### config.mk
export PLATFORM = sky130hd
export DESIGN_NAME = power_unit_supervisor_tick
export DESIGN_NICKNAME = d
export VERILOG_FILES = /design/src/design/psup_pkg.sv /design/src/design/psup_div.sv /design/src/design/psup_bcd.sv /design/src/design/power_unit_supervisor_tick.sv
export SDC_FILE = /design/constraint.sdc
export NUM_CORES = 1
export LEC_CHECK = 0
export ABC_AREA = 1
export BUFFER_PORTS_ARGS = -buffer_cell sky130_fd_sc_hd__buf_2
export CAP_MARGIN = 40
export CORE_MARGIN = 8
export CORE_UTILIZATION = 40
export DETAILED_ROUTE_END_ITERATION = 6
export PLACE_DENSITY = 0.7
export REMOVE_ABC_BUFFERS = 1
export SYNTH_ARGS = -nofsm -noshare
export SYNTH_HDL_FRONTEND = slang
export SYNTH_SLANG_ARGS = --single-unit
### constraint.sdc
create_clock -name clk_i -period 3.2 [get_ports clk_i]
set_input_delay 0.16 -clock clk_i [delete_from_list [all_inputs] [get_ports clk_i]]
set_output_delay 0.16 -clock clk_i [all_outputs]
set_load 0.05 [all_outputs]
### src/design/psup_pkg.sv
package psup_pkg;

  localparam int unsigned TempW    = 8;
  localparam int unsigned AdcW     = 12;
  localparam int unsigned VoltW    = 16;
  localparam int unsigned CurW     = 8;
  localparam int unsigned CodeW    = 4;
  localparam int unsigned DigitW   = 3;
  localparam int unsigned LedW     = 4;
  localparam int unsigned CfgIdxW  = 2;
  localparam int unsigned CfgDataW = 12;

  // shared iteration length: one quotient bit or one binary bit per cycle
  localparam int unsigned DivSteps = 16;
  localparam int unsigned StepCntW = $clog2(DivSteps);
  localparam int unsigned BcdW     = 20;

  localparam logic [7:0] LabelEnd  = 8'd100;
  localparam logic [7:0] CycleEnd  = 8'd200;
  localparam logic [5:0] BeatTicks = 6'd50;

  localparam logic [CodeW-1:0] CodeBlank = 4'd15;
  localparam logic [CodeW-1:0] CodeP     = 4'd14;
  localparam logic [CodeW-1:0] CodeL     = 4'd13;
  localparam logic [CodeW-1:0] CodeDash  = 4'd10;
  localparam logic [CodeW-1:0] CodeNone  = 4'd0;

  localparam logic [DigitW-1:0] DigitNone = 3'd0;
  localparam logic [DigitW-1:0] DigitTens = 3'd3;

  localparam logic [CurW-1:0] ClipMax = 8'd255;

  localparam logic [CfgIdxW-1:0] RegFanOn    = 2'd0;
  localparam logic [CfgIdxW-1:0] RegFanOff   = 2'd1;
  localparam logic [CfgIdxW-1:0] RegCurOfs   = 2'd2;
  localparam logic [CfgIdxW-1:0] RegCurSens  = 2'd3;

  localparam logic [CodeW-1:0] VoltLabel [4] = '{CodeBlank, CodeBlank, CodeP, CodeDash};

  typedef struct packed {
    logic busy;
    logic done;
  } unit_status_t;

endpackage

### src/design/psup_div.sv
module psup_div (
  input  logic                          clk_i,
  input  logic                          rst_ni,
  input  logic                          start_i,
  input  logic [psup_pkg::VoltW-1:0]    dividend_i,
  input  logic [psup_pkg::AdcW-1:0]     divisor_i,
  output psup_pkg::unit_status_t        status_o,
  output logic [psup_pkg::VoltW-1:0]    quot_o
);
  import psup_pkg::*;

  logic                busy_q, busy_d;
  logic                done_q, done_d;
  logic [StepCntW-1:0] cnt_q, cnt_d;
  logic [AdcW-1:0]     rem_q, rem_d;
  logic [VoltW-1:0]    quo_q, quo_d;
  logic [AdcW-1:0]     dsr_q, dsr_d;
  logic [AdcW:0]       trial;
  logic [AdcW:0]       diff;
  logic                geq;

  // one restoring step per cycle, quotient shifts into the dividend register
  always_comb begin
    trial = {rem_q, quo_q[VoltW-1]};
    diff  = trial - {1'b0, dsr_q};
    geq   = trial >= {1'b0, dsr_q};
  end

  always_comb begin
    busy_d = busy_q;
    done_d = 1'b0;
    cnt_d  = cnt_q;
    rem_d  = rem_q;
    quo_d  = quo_q;
    dsr_d  = dsr_q;
    if (start_i) begin
      busy_d = 1'b1;
      cnt_d  = '0;
      rem_d  = '0;
      quo_d  = dividend_i;
      dsr_d  = divisor_i;
    end else if (busy_q) begin
      rem_d = geq ? diff[AdcW-1:0] : trial[AdcW-1:0];
      quo_d = {quo_q[VoltW-2:0], geq};
      cnt_d = cnt_q + 1'b1;
      if (cnt_q == StepCntW'(DivSteps - 1)) begin
        busy_d = 1'b0;
        done_d = 1'b1;
      end
    end
  end

  always_ff @(posedge clk_i or negedge rst_ni) begin
    if (!rst_ni) begin
      busy_q <= 1'b0;
      done_q <= 1'b0;
      cnt_q  <= '0;
    end else begin
      busy_q <= busy_d;
      done_q <= done_d;
      cnt_q  <= cnt_d;
    end
  end

  always_ff @(posedge clk_i) begin
    rem_q <= rem_d;
    quo_q <= quo_d;
    dsr_q <= dsr_d;
  end

  assign status_o.busy = busy_q;
  assign status_o.done = done_q;
  assign quot_o        = quo_q;

`ifndef ASSERT_OFF
  a_start_busy: assert property (@(posedge clk_i) disable iff (!rst_ni)
    start_i |=> busy_q)
    else $error("divider did not start");
  a_done_idle: assert property (@(posedge clk_i) disable iff (!rst_ni)
    done_q |-> !busy_q && $past(busy_q))
    else $error("divider done without a run");
  a_rem_bound: assert property (@(posedge clk_i) disable iff (!rst_ni)
    done_q && (dsr_q != '0) |-> rem_q < dsr_q)
    else $error("divider remainder out of range");
`endif

endmodule

### src/design/psup_bcd.sv
module psup_bcd (
  input  logic                          clk_i,
  input  logic                          rst_ni,
  input  logic                          start_i,
  input  logic [psup_pkg::VoltW-1:0]    value_i,
  output psup_pkg::unit_status_t        status_o,
  output logic [psup_pkg::VoltW-1:0]    digits_o
);
  import psup_pkg::*;

  logic                busy_q, busy_d;
  logic                done_q, done_d;
  logic [StepCntW-1:0] cnt_q, cnt_d;
  logic [VoltW-1:0]    bin_q, bin_d;
  logic [BcdW-1:0]     bcd_q, bcd_d;
  logic [BcdW-1:0]     adj;

  // shift-add-3, one binary bit per cycle
  always_comb begin
    for (int i = 0; i < BcdW / 4; i++) begin
      adj[4*i +: 4] = (bcd_q[4*i +: 4] >= 4'd5) ? bcd_q[4*i +: 4] + 4'd3 : bcd_q[4*i +: 4];
    end
  end

  always_comb begin
    busy_d = busy_q;
    done_d = 1'b0;
    cnt_d  = cnt_q;
    bin_d  = bin_q;
    bcd_d  = bcd_q;
    if (start_i) begin
      busy_d = 1'b1;
      cnt_d  = '0;
      bin_d  = value_i;
      bcd_d  = '0;
    end else if (busy_q) begin
      bcd_d = {adj[BcdW-2:0], bin_q[VoltW-1]};
      bin_d = {bin_q[VoltW-2:0], 1'b0};
      cnt_d = cnt_q + 1'b1;
      if (cnt_q == StepCntW'(DivSteps - 1)) begin
        busy_d = 1'b0;
        done_d = 1'b1;
      end
    end
  end

  always_ff @(posedge clk_i or negedge rst_ni) begin
    if (!rst_ni) begin
      busy_q <= 1'b0;
      done_q <= 1'b0;
      cnt_q  <= '0;
    end else begin
      busy_q <= busy_d;
      done_q <= done_d;
      cnt_q  <= cnt_d;
    end
  end

  always_ff @(posedge clk_i) begin
    bin_q <= bin_d;
    bcd_q <= bcd_d;
  end

  assign status_o.busy = busy_q;
  assign status_o.done = done_q;
  assign digits_o      = bcd_q[VoltW-1:0];

endmodule

### src/design/power_unit_supervisor_tick.sv
// an accepted request starts the divider and the converter; the results follow once the divider is done
// a tick gives one result (wrap or current label) or four, one per cycle unless the output stalls
// the 16-step restoring divider and the 16-step shift-add-3 converter run on every tick
// both run side by side from the accept edge; no new request is taken until the last result
// reset: thresholds 80/70, offset 2048, sensitivity 41, counters and fan and heartbeat cleared
module power_unit_supervisor_tick (
  input  logic                             clk_i,
  input  logic                             rst_ni,
  input  logic                             cfg_we_i,
  input  logic [psup_pkg::CfgIdxW-1:0]     cfg_idx_i,
  input  logic [psup_pkg::CfgDataW-1:0]    cfg_wdata_i,
  input  logic                             in_valid_i,
  output logic                             in_stall_o,
  input  logic                             estop_left_i,
  input  logic                             estop_right_i,
  input  logic                             mc_interlock_i,
  input  logic                             glv_master_i,
  input  logic                             bms_fault_i,
  input  logic                             imd_fault_i,
  input  logic [psup_pkg::TempW-1:0]       mc_temp_i,
  input  logic [psup_pkg::VoltW-1:0]       pack_volts_i,
  input  logic [psup_pkg::AdcW-1:0]        load_current_raw_i,
  output logic                             out_valid_o,
  input  logic                             out_stall_i,
  output logic                             fan_on_o,
  output logic                             ts_fault_o,
  output logic [psup_pkg::LedW-1:0]        shutdown_leds_o,
  output logic                             heartbeat_led_o,
  output logic [psup_pkg::CurW-1:0]        load_tenths_o,
  output logic                             disp_valid_o,
  output logic [psup_pkg::DigitW-1:0]      disp_digit_o,
  output logic [psup_pkg::CodeW-1:0]       disp_code_o,
  output logic                             last_o
);
  import psup_pkg::*;

  localparam logic [1:0] SIdle = 2'd0;
  localparam logic [1:0] SCalc = 2'd1;
  localparam logic [1:0] SOut  = 2'd2;

  localparam logic [1:0] KLabel  = 2'd0;
  localparam logic [1:0] KNumber = 2'd1;
  localparam logic [1:0] KWrap   = 2'd2;

  logic [1:0]       state_q, state_d;
  logic [TempW-1:0] fan_on_q, fan_off_q;
  logic [AdcW-1:0]  cur_ofs_q, cur_sens_q;
  logic [7:0]       cycle_q, cycle_d;
  logic             show_volt_q, show_volt_d;
  logic             fan_q, fan_d;
  logic [5:0]       beat_cnt_q, beat_cnt_d;
  logic             beat_q, beat_d;
  logic [1:0]       idx_q, idx_d;

  logic [1:0]       kind_q;
  logic             mode_volt_q;
  logic             pos_q;
  logic             fault_q;
  logic [LedW-1:0]  leds_q;
  logic [CurW-1:0]  cur_q;

  logic             in_acc, out_acc;
  logic [7:0]       cyc_inc;
  logic [5:0]       beat_inc;
  logic [1:0]       kind_d;
  logic [AdcW:0]    delta;
  logic             pos_d;
  logic [VoltW-1:0] dividend;
  logic [VoltW-1:0] bcd_value;
  logic [VoltW-1:0] quot;
  logic [VoltW-1:0] bcd_digits;
  unit_status_t     div_st, bcd_st;
  logic             last_res;

  assign in_acc  = in_valid_i && !in_stall_o;
  assign out_acc = out_valid_o && !out_stall_i;

  always_comb begin
    cyc_inc  = cycle_q + 8'd1;
    beat_inc = beat_cnt_q + 6'd1;
    if (cyc_inc < LabelEnd) begin
      kind_d = KLabel;
    end else if (cyc_inc < CycleEnd) begin
      kind_d = KNumber;
    end else begin
      kind_d = KWrap;
    end
    delta     = {1'b0, load_current_raw_i} - {1'b0, cur_ofs_q};
    pos_d     = !delta[AdcW] && (delta[AdcW-1:0] != '0);
    dividend  = {1'b0, delta[AdcW-1:0], 3'b000} + {3'b000, delta[AdcW-1:0], 1'b0};
    bcd_value = show_volt_q ? pack_volts_i : {{(VoltW-AdcW){1'b0}}, load_current_raw_i};
  end

  psup_div u_div (
    .clk_i      (clk_i),
    .rst_ni     (rst_ni),
    .start_i    (in_acc),
    .dividend_i (dividend),
    .divisor_i  (cur_sens_q),
    .status_o   (div_st),
    .quot_o     (quot)
  );

  psup_bcd u_bcd (
    .clk_i    (clk_i),
    .rst_ni   (rst_ni),
    .start_i  (in_acc),
    .value_i  (bcd_value),
    .status_o (bcd_st),
    .digits_o (bcd_digits)
  );

  always_comb begin
    state_d     = state_q;
    cycle_d     = cycle_q;
    show_volt_d = show_volt_q;
    fan_d       = fan_q;
    beat_cnt_d  = beat_cnt_q;
    beat_d      = beat_q;
    idx_d       = idx_q;
    case (state_q)
      SIdle: begin
        if (in_acc) begin
          state_d = SCalc;
          if (kind_d == KWrap) begin
            cycle_d     = '0;
            show_volt_d = !show_volt_q;
          end else begin
            cycle_d = cyc_inc;
          end
          if (mc_temp_i >= fan_on_q) begin
            fan_d = 1'b1;
          end else if (mc_temp_i <= fan_off_q) begin
            fan_d = 1'b0;
          end
          if (beat_inc >= BeatTicks) begin
            beat_cnt_d = '0;
            beat_d     = !beat_q;
          end else begin
            beat_cnt_d = beat_inc;
          end
        end
      end
      SCalc: begin
        if (div_st.done) begin
          state_d = SOut;
          idx_d   = '0;
        end
      end
      SOut: begin
        if (out_acc) begin
          if (last_res) begin
            state_d = SIdle;
          end else begin
            idx_d = idx_q + 2'd1;
          end
        end
      end
      default: begin
        state_d = SIdle;
      end
    endcase
  end

  always_ff @(posedge clk_i or negedge rst_ni) begin
    if (!rst_ni) begin
      state_q     <= SIdle;
      fan_on_q    <= 8'd80;
      fan_off_q   <= 8'd70;
      cur_ofs_q   <= 12'd2048;
      cur_sens_q  <= 12'd41;
      cycle_q     <= '0;
      show_volt_q <= 1'b1;
      fan_q       <= 1'b0;
      beat_cnt_q  <= '0;
      beat_q      <= 1'b0;
      idx_q       <= '0;
    end else begin
      state_q     <= state_d;
      cycle_q     <= cycle_d;
      show_volt_q <= show_volt_d;
      fan_q       <= fan_d;
      beat_cnt_q  <= beat_cnt_d;
      beat_q      <= beat_d;
      idx_q       <= idx_d;
      if (cfg_we_i) begin
        case (cfg_idx_i)
          RegFanOn:   fan_on_q   <= cfg_wdata_i[TempW-1:0];
          RegFanOff:  fan_off_q  <= cfg_wdata_i[TempW-1:0];
          RegCurOfs:  cur_ofs_q  <= cfg_wdata_i[AdcW-1:0];
          RegCurSens: cur_sens_q <= cfg_wdata_i[AdcW-1:0];
          default: begin
          end
        endcase
      end
    end
  end

  // request fields held for the whole tick
  always_ff @(posedge clk_i) begin
    if (in_acc) begin
      kind_q      <= kind_d;
      mode_volt_q <= show_volt_q;
      pos_q       <= pos_d;
      fault_q     <= bms_fault_i | imd_fault_i;
      leds_q      <= {glv_master_i, mc_interlock_i, estop_right_i, estop_left_i};
    end
    if (state_q == SCalc && div_st.done) begin
      if (!pos_q) begin
        cur_q <= '0;
      end else if (quot[VoltW-1:CurW] != '0) begin
        cur_q <= ClipMax;
      end else begin
        cur_q <= quot[CurW-1:0];
      end
    end
  end

  always_comb begin
    last_res     = (kind_q == KWrap) || (kind_q == KLabel && !mode_volt_q) || (idx_q == 2'd3);
    disp_valid_o = kind_q != KWrap;
    disp_digit_o = {1'b0, idx_q} + 3'd1;
    disp_code_o  = CodeNone;
    case (kind_q)
      KLabel: begin
        if (mode_volt_q) begin
          disp_code_o = VoltLabel[idx_q];
        end else begin
          disp_digit_o = DigitTens;
          disp_code_o  = CodeL;
        end
      end
      KNumber: begin
        disp_code_o = bcd_digits[{~idx_q, 2'b00} +: CodeW];
      end
      default: begin
        disp_digit_o = DigitNone;
        disp_code_o  = CodeNone;
      end
    endcase
  end

  assign in_stall_o      = state_q != SIdle;
  assign out_valid_o     = state_q == SOut;
  assign last_o          = last_res;
  assign fan_on_o        = fan_q;
  assign ts_fault_o      = fault_q;
  assign shutdown_leds_o = leds_q;
  assign heartbeat_led_o = beat_q;
  assign load_tenths_o   = cur_q;

`ifndef ASSERT_OFF
  a_no_early_out: assert property (@(posedge clk_i) disable iff (!rst_ni)
    in_acc |=> !out_valid_o)
    else $error("result before units finished");
  a_units_aligned: assert property (@(posedge clk_i) disable iff (!rst_ni)
    div_st.done |-> bcd_st.done)
    else $error("divider and converter out of step");
  a_wrap_single: assert property (@(posedge clk_i) disable iff (!rst_ni)
    out_valid_o && !disp_valid_o |-> last_o && (disp_digit_o == DigitNone))
    else $error("wrap tick gave more than one result");
  a_digit_range: assert property (@(posedge clk_i) disable iff (!rst_ni)
    out_valid_o && disp_valid_o |-> (disp_digit_o >= 3'd1) && (disp_digit_o <= 3'd4))
    else $error("digit position out of range");
  a_cycle_range: assert property (@(posedge clk_i) disable iff (!rst_ni)
    cycle_q < CycleEnd)
    else $error("display cycle counter overran");
`endif

endmodule
Word-level counts from Yosys, hierarchy flattened --
Cells that the tools add are included.
Cells by class: add/subtract/negate cells 14, $lt $le $gt $ge 12, equal/unequal tests 17, shifts and indexed selects 1, multiplexer cells 47, bitwise operators 3, reduce and logical (&&, ||, !) cells 33
Operator list (number):
- $mux 16 | 5
- $mux 4 | 11
- $ge 4x3->1 const B | 5
- $mux 2 | 9
- $add 15x13->16 | 1
- $add 4x2->4 const B | 4
- $mux 8 | 2
- $shiftx 16x5->4 | 1
- $ge 13x12->1 | 1
- $sub 12x12->13 | 1
- $eq 2x2->1 const B | 6
- $mux 12 | 1
- $reduce_bool 12->1 | 1
- $sub 12x12->12 | 1
- $mux 1 | 11
- $reduce_and 2->1 | 5
- $reduce_bool 2->1 | 5
- $reduce_and 3->1 | 3
- $add 4x1->4 const B | 2
- $add 8x1->8 const B | 1
- $bmux 4 s2 | 1
- $eq 4x4->1 const B | 2
- $ge 8x8->1 | 1
- $le 8x8->1 | 1
- 26 further kinds | 46
Storage, ports and cells: register bits 165, input port bits 61, output and inout port bits 26, logic and storage cells 154

Logic depth before layout (Yosys ltp) --
Gate-level depths: netlist of the first run.
depth in word-level cells 7, mapped depth 22, depth with buffers taken out 22

Cells and area by module --
From an unflattened synthesis of the first run, not the netlist that was laid out.
Unflattened totals: cell total of the unflattened synthesis 1283, area total of the unflattened synthesis 9859.5 um2
Modules (own cells, without submodules):
- power_unit_supervisor_tick | times used 1, cells an instance 698, area each 5246.3 um2, sequential area each 2049.5 um2
- psup_div | times used 1, cells an instance 348, area each 2691.3 um2, sequential area each 1231.2 um2
- psup_bcd | times used 1, cells an instance 237, area each 1921.8 um2, sequential area each 950.9 um2

Worst setup path after synthesis of the first run --
Ideal clock, no wire load.
path kind reg-to-reg, start point register cur_ofs_q[0], end point register u_div.quo_q[13] (netlist: u_div.quot_o[13]), data pin, arrival time 2780 ps, data required time 2947 ps, setup slack 167 ps, stages on the path, launching flop included 18, path buffers 0, clock period less this slack 3033 ps, cell sequence dfrtp_1 ha_1 inv_1 fa_1 xor2_1 ha_1 inv_1 fa_1 o21ai_0 a31oi_1 nor2_1 nand3_2 nand2_2 nand2_2 nand2_2 nand2_1 nand3_1 nand2_1
Between the ends: longest elaborated chain between the ends 3
RTL lines:
- from (decl) | RTL line power_unit_supervisor_tick.sv:47 | logic [AdcW-1:0] cur_ofs_q, cur_sens_q;
- from (signal assigned) | RTL line power_unit_supervisor_tick.sv:190 | RegCurOfs: cur_ofs_q <= cfg_wdata_i[AdcW-1:0];
- $sub 12x12->13 | RTL line power_unit_supervisor_tick.sv:88 | delta = {1'b0, load_current_raw_i} - {1'b0, cur_ofs_q};
- $add 15x13->16 | RTL line power_unit_supervisor_tick.sv:90 | dividend = {1'b0, delta[AdcW-1:0], 3'b000} + {3'b000, delta[AdcW-1:0], 1'b0};
- $mux 16 | RTL line psup_div.sv:36 | if (start_i) begin
- net u_div.quo_d[13] | RTL line psup_div.sv:16 | logic [VoltW-1:0] quo_q, quo_d;
- to (signal assigned) | RTL line psup_div.sv:67 | quo_q <= quo_d;
- to (decl) | RTL line psup_div.sv:16
The timed path passes the listed nets, and every way through them passes these cells. A chain may end at the register's enable or synchronous reset.

Worst setup path in the final report of the first run --
start point register cur_ofs_q[0], end point register u_div.quo_q[12] (netlist: u_div.quot_o[12]), data pin
The elaborated chain is that of the path after synthesis.

==> impl_results.md, run 1 <==
- Hold path depth: 3
- Clk slew on worst S/H paths: ~70 ps
- Final Routed Wirelength: between 20 and 25 mm
- Synth warn: 0
- GRT Util Overall: 15.3%
- CP Data Arrival Time: 3210 ps
- Async S/R FF share, synth: between 40 and 50%
- First-pass GRT wire length: 35.6 mm
- Skew final: 10.8 ps
- Lkg Pwr: around 5.2 nW
- Cell Rows: between 50 and 60
- Core Area: between 0.02 and 0.025 mm^2
- Vias post-DR: between 7,000 and 8,000
- R2R depth: 18
- Hold EP: cur_sens_q[3]
- Cells after Synth: about 1,100
- Avg Cell Area, Syn: approximately 8.3 um^2
- DRC: 0
- Initial core utilization: between 40% and 50%
- Number of global-route vias before repair: between 7,000 and 8,000
- Die H: about 170 um
- Die width: roughly 170 um
- I/O Buffers: 86
- Worst Hold Class: input port to flop
- Register area share after synthesis: a little under half
- Post-synth EDFFs: just over 60
- R2R Setup Slk: about 170 ps
- Die area: roughly 0.028 mm^2
- Layout area overhead: 18.2%
- Final ANT Viol Nets: 0
- Final Cycle Share: approximately 95%
- Register bit total from synthesis: between 150 and 200
- Fillers: between 2,000 and 2,500
- Number of I/O pins: between 80 and 90
- 1st-pass router iterations: 5
- Number of nets in the layout: ~1,300
- Hold_sp: cfg_wdata_i[3]
- # H-tree levels: 4
- Gr ovfl total: 0
- Detailed placement HPWL: about 15 mm
- Core Util, Final: ~48%
- Worst Max-Slew Pin Slew: ~860 ps
- Setup violations, final: 0
- Vias/cell: ~5.0
- R2R Path End: u_div.quot_o[12]
- Num Clock Sinks: 161
- Initial drt markers: 500
- Pin count of the biggest net entering global routing: 61
- Largest family of logic cells by synthesized area: simple AND/OR/NAND/NOR gates
- Crit Path Max Fanout: 4
- Layout cells sized above 1: between 10% and 20%
- R2r startpoint: cur_ofs_q[0]
- Pwr Density: between 900 and 1000 mW/mm^2
- Ys flop type: dfrtp_1
- Post-Synth XOR/XNOR Area: 3.03%
- Synth Cell Area: between 0.009 and 0.01 mm^2
- Simple-gate share of the synthesized area: a little under a fifth
- Crit Path Class: flop to flop
- Max Clock Freq: between 300 and 400 MHz
- Setup crit start kind: flop
- VDD IR-drop max: approximately 510 uV
- Final Cell Area: 0.0109 mm^2
- CP required: approximately 3400 ps
- Fin. Hold Viols: 0
- Minimum clock period: about 3000 ps
- Synth Area in Compound Gates: between 10 and 15%
- Diode count: 0
- Status: completed
- Max-capacitance violation count: 0
- CTS tree: yes
- Cts bufs inserted: 17
- Crit. End Element: flop
- Routed len/inst: 14.2 um
- Post-DP Area: 0.0100 mm^2
- Post-Synth Adder-Cell Area: a little under a tenth
- Slew HR: between 40% and 50%
- Final GP Congestion: around 0.86
- CTS root buffer: clkbuf_16
- Yosys cell types: 51
- Count of pins over their slew limit: 0
- Clk buf depth: 2
- Initial antenna violation count: 0
- Mux cell area share after synthesis: 0%
- Worst skew pair latency: roughly 430 ps
## power breakdown
group,leakage [nW],internal [mW],switching (mW)
sequential,1.72,2.98,0.468
clock,0.319,1.46,0.807
combinational,3.19,1.70,2.73
## cells in the final DEF (no fill, tap or decap), drive strengths merged, types with 2 or more instances in the layout
master       instances
fa                   3
ha                  64
nand4                9
nor4                 2
or2                  5
o41ai                2
nand3               52
nor3                 8
nand2              258
a22oi                3
xnor2                8
xor2                24
buf                100
dfstp               10
a31oi               16
o31ai                9
dfrtp               62
inv                184
o22ai               11
nand3b               2
edfxtp              61
bufinv               6
o21ai              107
o32ai                4
dlygate4sd3          7
a22o                 2
o211ai              11
a21oi               56
dfxtp               28
clkinv               4
a21o                 4
clkbuf              21
nor2                73
## layout make-up
| cell class | count | area, um^2 | share of cell area, % |
|---|---|---|---|
| multi-input combinational | 743 | 4420 | 40.4 |
| clock inverter | 11 | 209 | 1.91 |
| inverter | 183 | 687 | 6.27 |
| clock buffer | 21 | 440 | 4.02 |
| tap | 285 | 357 | 3.26 |
| sequential | 161 | 4210 | 38.4 |
| timing repair buffer | 107 | 628 | 5.74 |
## metal layers
layer / vias up / track usage (%) / wire (um)
li1: 3886 / - / -
met5: - / 0 / 0
met2: 174 / 23.7 / 9760
met4: 0 / 4.89 / 390
met1: 3472 / 21.2 / 10400
met3: 21 / 2.74 / 857
## sequential cells by signal, indices dropped and copies added (netlist names), 12 cells and up
register	cells
u_bcd.bcd_q	16
u_bcd.bin_q	16
u_div.quot_o	16
cur_ofs_q	12
cur_sens_q	12
u_div.dsr_q	12
u_div.rem_q	12
## how the worst max path moves through the flow
stage	from	cells past startpoint	slack (ps)	end
finish	cur_ofs_q[0]	18	170	u_div.quot_o[12]
CTS	cur_ofs_q[0]	17	60	u_div.quot_o[13]
global route	cur_ofs_q[0]	18	-30	u_div.quot_o[14]
global placement	cur_ofs_q[0]	17	60	u_div.quot_o[13]
detailed placement	cur_ofs_q[0]	17	-10	u_div.quot_o[13]
floorplan	state_q[0]	5	-130	u_div.quot_o[0]
## critical path: stages, from the launching register on
cell     delay, ps
dfrtp_1        350
ha_1           160
inv_2           50
fa_2           430
nand2_1        100
nand3_2         80
nand2_2        140
xnor2_4        160
ha_4           250
a21o_1         210
a31oi_4        180
inv_1           80
a21o_1         210
inv_1           70
nor2_2          40
nand2_1         70
nand3_1         70
nand3_1         90
nand2_1         50
## synthesized netlist by cell type (2+ instances only)
| library cell | count | area (um^2) |
|---|---|---|
| nand3_2 | 6 | 60.1 |
| fa_1 | 3 | 60.1 |
| dfxtp_1 | 28 | 561 |
| nor3_1 | 8 | 40.0 |
| nor2_1 | 68 | 255 |
| a21o_1 | 4 | 30.0 |
| dfstp_2 | 10 | 263 |
| a21oi_2 | 2 | 17.5 |
| nand3_1 | 46 | 230 |
| inv_2 | 7 | 26.3 |
| o32ai_1 | 4 | 35.0 |
| nand2_2 | 15 | 93.8 |
| nor4_1 | 2 | 12.5 |
| a22oi_1 | 3 | 22.5 |
| a22o_1 | 2 | 17.5 |
| edfxtp_1 | 61 | 1830 |
| clkbuf_1 | 21 | 78.8 |
| o31ai_1 | 9 | 67.6 |
| buf_2 | 7 | 35.0 |
| a21oi_1 | 54 | 270 |
| or2_2 | 5 | 31.3 |
| o41ai_1 | 2 | 17.5 |
| nand2_1 | 242 | 908 |
| nand3b_1 | 2 | 15.0 |
| ha_1 | 64 | 801 |
| o21ai_1 | 2 | 10.0 |
| nand4_1 | 8 | 50.1 |
| o21ai_0 | 104 | 521 |
| dfrtp_1 | 62 | 1550 |
| inv_1 | 176 | 661 |
| o22ai_1 | 11 | 68.8 |
| xor2_1 | 24 | 210 |
| a31oi_1 | 16 | 100 |
| xnor2_1 | 8 | 70.1 |
| o211ai_1 | 11 | 82.6 |
| nor2_2 | 4 | 25.0 |
## metrics by stage
stage / worst slack, ps / setup TNS [ps] / std cells / power (mW) / hold slack, ps
after detailed placement: -12.5 / -12.5 / 1466 / 7.56 / 33.6
after floorplan: -134 / -3390 / 1087 / 6.50 / -136
after global placement: 61.7 / 0 / 1465 / 7.45 / 337
final: 174 / 0 / 1511 / 10.2 / 41.8
after CTS: 64.9 / 0 / 1505 / 9.89 / 24.6
after global routing: -25.4 / -44.5 / 1511 / 11.0 / 64.0
## what timing repair did
| action | 4_1_cts | 5_1_grt |
|---|---|---|
| hold endpoints to repair | 70 | 0 |
| setup endpoints to repair | 1 | 7 |
| hold buffers | 7 | 0 |
| cloned | 0 | 0 |
| resized for setup | 1 | 30 |
| setup buffers | 0 | 6 |
| pin swaps | 0 | 10 |
## cell families (layout without fill, tap and decap cells)
logic type / count (synthesis) / after routing
AO/OA/AOI/OAI: 233 / 233
XOR/XNOR: 32 / 32
adder cells (fa/ha/maj): 67 / 67
buffers and inverters: 212 / 322
flip-flops: 161 / 161
AND/OR/NAND/NOR: 411 / 411
Power figures use the tool's default switching activity.
==> run 2, diff against run 1 <==
--- a/config.mk
+++ b/config.mk
@@ -9,9 +9,9 @@
 export BUFFER_PORTS_ARGS = -buffer_cell sky130_fd_sc_hd__buf_2
 export CAP_MARGIN = 40
 export CORE_MARGIN = 8
-export CORE_UTILIZATION = 40
+export CORE_UTILIZATION = 54
 export DETAILED_ROUTE_END_ITERATION = 6
-export PLACE_DENSITY = 0.7
+export PLACE_DENSITY = 0.87
 export REMOVE_ABC_BUFFERS = 1
 export SYNTH_ARGS = -nofsm -noshare
 export SYNTH_HDL_FRONTEND = slang
==> impl_results.md, run 2 (synthesis results as in run 1) <==
- R2R Setup Slk: 80 ps (was 170 ps)
- Setup crit start kind: flop (unchanged)
- Status: completed (unchanged)
- Number of I/O pins: 87 (unchanged)
- GRT Util Overall: 20.5% (was 15.3%)
- Crit. End Element: flop (unchanged)
- CTS root buffer: clkbuf_16 (unchanged)
- Max-capacitance violation count: 0 (unchanged)
- R2r startpoint: cur_ofs_q[6] (was cur_ofs_q[0])
- Pin count of the biggest net entering global routing: 58 (was 61)
- Max Clock Freq: 321 MHz (was 330 MHz)
- Num Clock Sinks: 161 (unchanged)
- R2R Path End: u_div.quot_o[12] (unchanged)
- Switching portion of total power: 40.2% (was 39.5%)
- CP Data Arrival Time: 3300 ps (was 3210 ps)
- Hold_sp: cfg_wdata_i[8] (was cfg_wdata_i[3])
- Die area: 0.0216 mm^2 (was 0.0283 mm^2)
- Crit Path Max Fanout: 4 (unchanged)
- Pwr Density: 944 mW/mm^2 (was 927 mW/mm^2)
- Vias post-DR: 8,018 (was 7,553)
- Layout cells sized above 1: 16.7% (was 17.0%)
- Initial drt markers: 744 (was 500)
- Core Util, Final: 63.8% (was 48.2%)
- Cts bufs inserted: 17 (unchanged)
- Reg power frac: 33.7% (was 33.9%)
- Internal power: 6.14 mW (about the same)
- Die H: 147 um (was 168 um)
- Diode count: 0 (unchanged)
- Number of global-route vias before repair: 7,841 (was 7,262)
- Pre-CTS WS: -26.3 ps (was -12.5 ps)
- Hold path depth: 3 (unchanged)
- First-pass GRT wire length: 36.5 mm (was 35.6 mm)
- CP delay by family, top: simple AND/OR/NAND/NOR gates (was adder cells)
- RSZ-0062 raised after global routing: true
- Initial antenna violation count: 0 (unchanged)
- I/O Buffers: 86 (unchanged)
- 1st-pass router iterations: 6 (was 5)
- Minimum clock period: 3120 ps (was 3030 ps)
- Detailed placement HPWL: 15.7 mm (was 15.5 mm)
- # H-tree levels: 4 (unchanged)
- Final Cycle Share: 97.4% (was 94.6%)
- Setup violations, final: 0 (unchanged)
- Vias/cell: 5.54 (was 5.00)
- R2R depth: 19 (was 18)
- Crit Path Class: flop to flop (unchanged)
- Count of pins over their slew limit: 0 (unchanged)
- Master of the slowest instance on the critical path: dfrtp_1 (was fa_2)
- Fin. Hold Viols: 0 (unchanged)
- CP required: 3380 ps (about the same)
- Clk slew on worst S/H paths: 60 ps (was 70 ps)
- Fillers: 1,343 (was 2,156)
- Worst Hold Class: input port to flop (unchanged)
- CTS tree: yes (unchanged)
- Final Routed Wirelength: 22.3 mm (was 21.5 mm)
- Final Cell Area: 0.0109 mm^2 (about the same)
- Layout area overhead: 17.4% (was 18.2%)
- Final GP Congestion: 0.892 (was 0.862)
- Clock share of power: 22.4% (was 22.3%)
- VDD IR-drop max: 528 uV (was 511 uV)
- CP peak stage delay: 390 ps (was 430 ps)
- Worst Max-Slew Pin Slew: 859 ps (was 860 ps)
- Most used cell, CP: nand2_1 (unchanged)
- Slew HR: 42.5% (about the same)
- Final worst setup slack: 84.7 ps (was 174 ps)
- Most common cell after layout, fill and taps aside: nand2_1 (unchanged)
- DRC: 0 (unchanged)
- Hold EP: cur_sens_q[8] (was cur_sens_q[3])
- Gr ovfl total: 0 (unchanged)
- Clk buf depth: 2 (unchanged)
- Switching power total: 4.13 mW (was 4.01 mW)
- Commonest cells after routing, fill and taps aside: 239 x nand2_1, 175 x inv_1, 101 x o21ai_0, 85 x buf_2, 68 x nor2_1 (was 240 x nand2_1, 174 x inv_1, 101 x o21ai_0, 85 x buf_2, 67 x nor2_1)
- Skew final: 9.66 ps (was 10.8 ps)
- Die width: 147 um (was 168 um)
- TNS Setup: 0 ps (unchanged)
- Post-DP Area: 0.00994 mm^2 (was 0.0100 mm^2)
- Lkg Pwr: 5.23 nW (about the same)
- Number of nets in the layout: 1,337 (was 1,341)
- CP Cell Sequence: inv_1 -> ha_1 -> nand2_1 -> inv_1 -> a21oi_1 -> nand3_1 -> nand2_2 -> inv_1 -> ha_4 -> nand2_1 -> o21ai_1 -> a21o_1 -> inv_1 -> nor2_2 -> nand2_2 -> nand2_1 -> nand2_1 -> nand3_1 -> nand2_1 (was ha_1 -> inv_2 -> fa_2 -> nand2_1 -> nand3_2 -> nand2_2 -> xnor2_4 -> ha_4 -> a21o_1 -> a31oi_4 -> inv_1 -> a21o_1 -> inv_1 -> nor2_2 -> nand2_1 -> nand3_1 -> nand3_1 -> nand2_1)
- Final ANT Viol Nets: 0 (unchanged)
- Core Area: 0.0171 mm^2 (was 0.0227 mm^2)
- Initial core utilization: 54.3% (was 40.8%)
- Logic pwr share: 43.9% (was 43.7%)
- Cell Rows: 48 (was 55)
- Worst skew pair latency: 430 ps (about the same)
- Routed len/inst: 15.4 um (was 14.2 um)
- Worst path buffer plus inverter count: 4 (was 3)
## run 2: metrics by stage
step	power (mW)	cells	hold WS, ps
after global routing	11.0	1447	16.9
after global placement	7.37	1404	337
after CTS	9.98	1444	16.7
after floorplan	6.50	1087	-136
after detailed placement	7.60	1405	85.1
final	10.3	1447	31.1
## run 2: area by class of cell
cell class                      instances  area [um^2]  area share [%]
Inverter                              183          687            6.32
Tap cell                              225          282            2.59
Clock inverter                         10          163            1.50
Clock buffer                           22          518            4.76
Sequential cell                       161         4210            38.7
Multi-Input combinational cell        743         4410            40.5
Timing Repair Buffer                  103          611            5.61
## run 2: worst max-delay path by stage
| stage | start | end | depth (start not counted) | slack, ps |
|---|---|---|---|---|
| final | cur_ofs_q[6] | u_div.quot_o[12] | 19 | 80 |
| after global routing | cur_ofs_q[0] | u_div.quot_o[12] | 18 | -80 |
| after detailed placement | cur_ofs_q[0] | u_div.quot_o[13] | 17 | -30 |
| after CTS | cur_ofs_q[0] | u_div.quot_o[12] | 18 | 30 |
| after global placement | load_current_raw_i[0] | u_div.quot_o[13] | 19 | 100 |
| after floorplan | state_q[0] | u_div.quot_o[0] | 5 | -130 |
## run 2: routing by layer
metal / track usage (%) / part of all wire, % / up-vias / routed length (um)
met2: 33.8 / 48 / 325 / 10700
met1: 26.2 / 43 / 3766 / 9480
li1: - / - / 3872 / -
met5: 0 / 0 / - / 0
met4: 8.77 / 3.2 / 0 / 706
met3: 3.60 / 6.3 / 55 / 1410
## run 2: power by group through the flow
stage | clock network, mW | registers (mW) | logic, mW
2_1_floorplan | 0 | 3.41 | 3.09
3_3_place_gp | 0 | 3.43 | 3.94
3_5_place_dp | 0 | 3.48 | 4.13
4_1_cts | 2.33 | 3.45 | 4.20
5_1_grt | 2.41 | 3.55 | 5.04
6_report | 2.30 | 3.46 | 4.50
## run 2: worst reg2reg max path: stages, from the launching register on
cell     delay, ps
dfrtp_1        390
inv_1           60
ha_1           380
nand2_1        180
inv_1           50
a21oi_1        230
nand3_1        170
nand2_2        120
inv_1          100
ha_4           300
nand2_1         80
o21ai_1        150
a21o_1         150
inv_1           60
nor2_2         130
nand2_2         80
nand2_1         70
nand2_1         50
nand3_1         70
nand2_1         50
## run 2: repair_timing
item                                   CTS  global route
endpoints found under the hold margin   67             0
setup buffers                            0             3
setup endpoints to repair                1             7
cloned                                   0             0
hold buffers                             7             0
resized for setup                        1            27
pin swaps                                0             7
==> run 3, diff against run 2 <==
--- a/config.mk
+++ b/config.mk
@@ -6,7 +6,7 @@
 export NUM_CORES = 1
 export LEC_CHECK = 0
 export ABC_AREA = 1
-export BUFFER_PORTS_ARGS = -buffer_cell sky130_fd_sc_hd__buf_2
+export BUFFER_PORTS_ARGS = -buffer_cell sky130_fd_sc_hd__buf_4
 export CAP_MARGIN = 40
 export CORE_MARGIN = 8
 export CORE_UTILIZATION = 54
==> impl_results.md, run 3 (synthesis results as in run 1) <==
- Status: completed (unchanged)
- Cell Count, Final, Fillers Out: 1,449 (was 1,447)
- Number of I/O pins: 87 (unchanged)
- Layout area overhead: 18.6% (was 17.4%)
- Detailed placement HPWL: 15.3 mm (was 15.7 mm)
- Final hold slack: 33.6 ps (was 31.1 ps)
- First-pass GRT wire length: 34.9 mm (was 36.5 mm)
- Count of pins over their slew limit: 0 (unchanged)
- Vias post-DR: 7,769 (was 8,018)
- Number of nets in the layout: 1,339 (was 1,337)
- Clk buf depth: 2 (unchanged)
- Initial core utilization: 54.3% (unchanged)
- CP Cell Sequence: ha_1 -> inv_1 -> fa_2 -> nand2_1 -> nand3_1 -> nand2_2 -> o21ai_2 -> xor2_2 -> ha_4 -> a21oi_1 -> o21ai_0 -> a21o_1 -> inv_1 -> nor2_2 -> nand2_1 -> nand3_1 -> nand3_1 -> nand2_1 (was inv_1 -> ha_1 -> nand2_1 -> inv_1 -> a21oi_1 -> nand3_1 -> nand2_2 -> inv_1 -> ha_4 -> nand2_1 -> o21ai_1 -> a21o_1 -> inv_1 -> nor2_2 -> nand2_2 -> nand2_1 -> nand2_1 -> nand3_1 -> nand2_1)
- Setup crit start kind: flop (unchanged)
- Crit. End Element: flop (unchanged)
- Master of the slowest instance on the critical path: dfrtp_1 (unchanged)
- Worst skew pair latency: 430 ps (about the same)
- Cell Rows: 48 (unchanged)
- Die H: 147 um (unchanged)
- Pin count of the biggest net entering global routing: 69 (was 58)
- Final Routed Wirelength: 21.1 mm (was 22.3 mm)
- CP required: 3380 ps (about the same)
- Most common cell after layout, fill and taps aside: nand2_1 (unchanged)
- Worst Max-Slew Pin Slew: 868 ps (was 859 ps)
- CP Data Arrival Time: 3310 ps (was 3300 ps)
- Core Area: 0.0171 mm^2 (unchanged)
- R2R depth: 18 (was 19)
- GRT Util Overall: 19.6% (was 20.5%)
- Fillers: 1,329 (was 1,343)
- Routed len/inst: 14.6 um (was 15.4 um)
- Crit Path Max Fanout: 3 (was 4)
- Crit Path Class: flop to flop (unchanged)
- Fin. Hold Viols: 0 (unchanged)
- R2r startpoint: cur_ofs_q[0] (was cur_ofs_q[6])
- Gr ovfl total: 0 (unchanged)
- Slew HR: 41.9% (was 42.5%)
- Setup violations, final: 0 (unchanged)
- Num Clock Sinks: 161 (unchanged)
- Final ANT Viol Nets: 0 (unchanged)
- I/O Buffers: 86 (unchanged)
- Lkg Pwr: 5.26 nW (was 5.23 nW)
- Minimum clock period: 3130 ps (was 3120 ps)
- Final Cycle Share: 97.9% (was 97.4%)
- # H-tree levels: 4 (unchanged)
- Max-capacitance violation count: 0 (unchanged)
- Worst Hold Class: input port to flop (unchanged)
- R2R Setup Slk: 70 ps (was 80 ps)
- R2R Path End: u_div.quot_o[12] (unchanged)
- Pwr Density: 906 mW/mm^2 (was 944 mW/mm^2)
- CP startpoint: cur_ofs_q[0] (was cur_ofs_q[6])
- Clk slew on worst S/H paths: 60 ps (about the same)
- Number of global-route vias before repair: 7,464 (was 7,841)
- Diode count: 0 (unchanged)
- Initial drt markers: 672 (was 744)
- Die width: 147 um (unchanged)
- Placed cells: 1,406 (was 1,405)
- VDD IR-drop max: 507 uV (was 528 uV)
- Skew final: 8.73 ps (was 9.66 ps)
- Vias/cell: 5.36 (was 5.54)
- TNS Setup: 0 ps (unchanged)
- CP peak stage delay: 380 ps (was 390 ps)
- Max Clock Freq: 319 MHz (was 321 MHz)
- Die area: 0.0216 mm^2 (unchanged)
- 1st-pass router iterations: 5 (was 6)
- Layout cells sized above 1: 16.2% (was 16.7%)
- CTS tree: yes (unchanged)
- Commonest cells after routing, fill and taps aside: 240 x nand2_1, 175 x inv_1, 102 x o21ai_0, 97 x buf_4, 68 x nor2_1 (was 239 x nand2_1, 175 x inv_1, 101 x o21ai_0, 85 x buf_2, 68 x nor2_1)
- Final GP Congestion: 0.915 (was 0.892)
- Worst setup path end: u_div.quot_o[12] (unchanged)
- DRC: 0 (unchanged)
- Initial antenna violation count: 0 (unchanged)
- CTS root buffer: clkbuf_16 (unchanged)
- Cts bufs inserted: 17 (unchanged)
run 3: cell types whose count changed in the layout (fill, tap and decap cells not counted), moves of 2 or more:
cell       previous run  this run
buf_4                 9        97
ha_4                  6         4
clkbuf_1              1         3
clkbuf_16            20        18
clkinv_1              0         3
buf_2                85         0
run 3: worst min-delay path by stage:
stage | startpoint | end | slack [ps] | depth (start not counted)
CTS | cfg_wdata_i[8] | cur_ofs_q[8] | 20 | 3
floorplan | rst_ni | beat_cnt_q[0] | -140 | 0
global route | cfg_wdata_i[8] | cur_ofs_q[8] | 30 | 3
detailed placement | rst_ni | beat_cnt_q[2] | -20 | 1
finish | cfg_wdata_i[8] | cur_ofs_q[8] | 30 | 3
global placement | rst_ni | heartbeat_led_o | 340 | 1
run 3: critical path, delay by kind of cell, from the launching register on:
family                   cells  cell delay (ps)
buffers and inverters        2              180
XOR/XNOR                     1              290
AND/OR/NAND/NOR              8              600
AO/OA/AOI/OAI                4              700
adder cells (fa/ha/maj)      3              730
flip-flops                   1              380
run 3: what timing repair did:
item | in CTS | in global routing
resized for setup | 1 | 21
gates cloned | 0 | 0
endpoints found under the hold margin | 67 | 0
setup endpoints to repair | 2 | 7
hold buffers | 7 | 0
pin swaps | 0 | 4
buffers inserted | 0 | 4
run 3: area by class of cell:
type,count,area [um^2],share of cell area (%)
clock buffers,22,475,4.33
clock inverters,10,131,1.20
well taps,225,282,2.56
inverters,183,687,6.25
repair buffers,105,826,7.52
multi-input cells,743,4380,39.8
flip-flops and latches,161,4210,38.3
run 3: routing by layer:
layer / GRT usage [%] / up-vias / share of wire, %
met5: 0 / - / 0
met4: 7.60 / 0 / 2.6
met3: 3.17 / 49 / 4.8
met2: 31.9 / 255 / 47
met1: 25.9 / 3583 / 46
li1: - / 3882 / -
run 3: stage by stage:
step           util (%)  worst slack, ps  power (mW)  cell area, um^2
6_report           64.4             67.1        9.95            11000
4_1_cts            63.5             42.8        9.70            10800
5_1_grt            64.4             -103        10.7            11000
2_1_floorplan         -             -134        6.50             9140
3_3_place_gp       59.4             79.1        7.41            10100
3_5_place_dp       59.5            -43.2        7.59            10200
run 3: power by group:
part | internal, mW | switching, mW | leakage [nW]
clock network | 1.29 | 0.789 | 0.292
registers | 2.98 | 0.452 | 1.72
logic | 1.71 | 2.74 | 3.24
total | 5.97 | 3.98 | 5.26
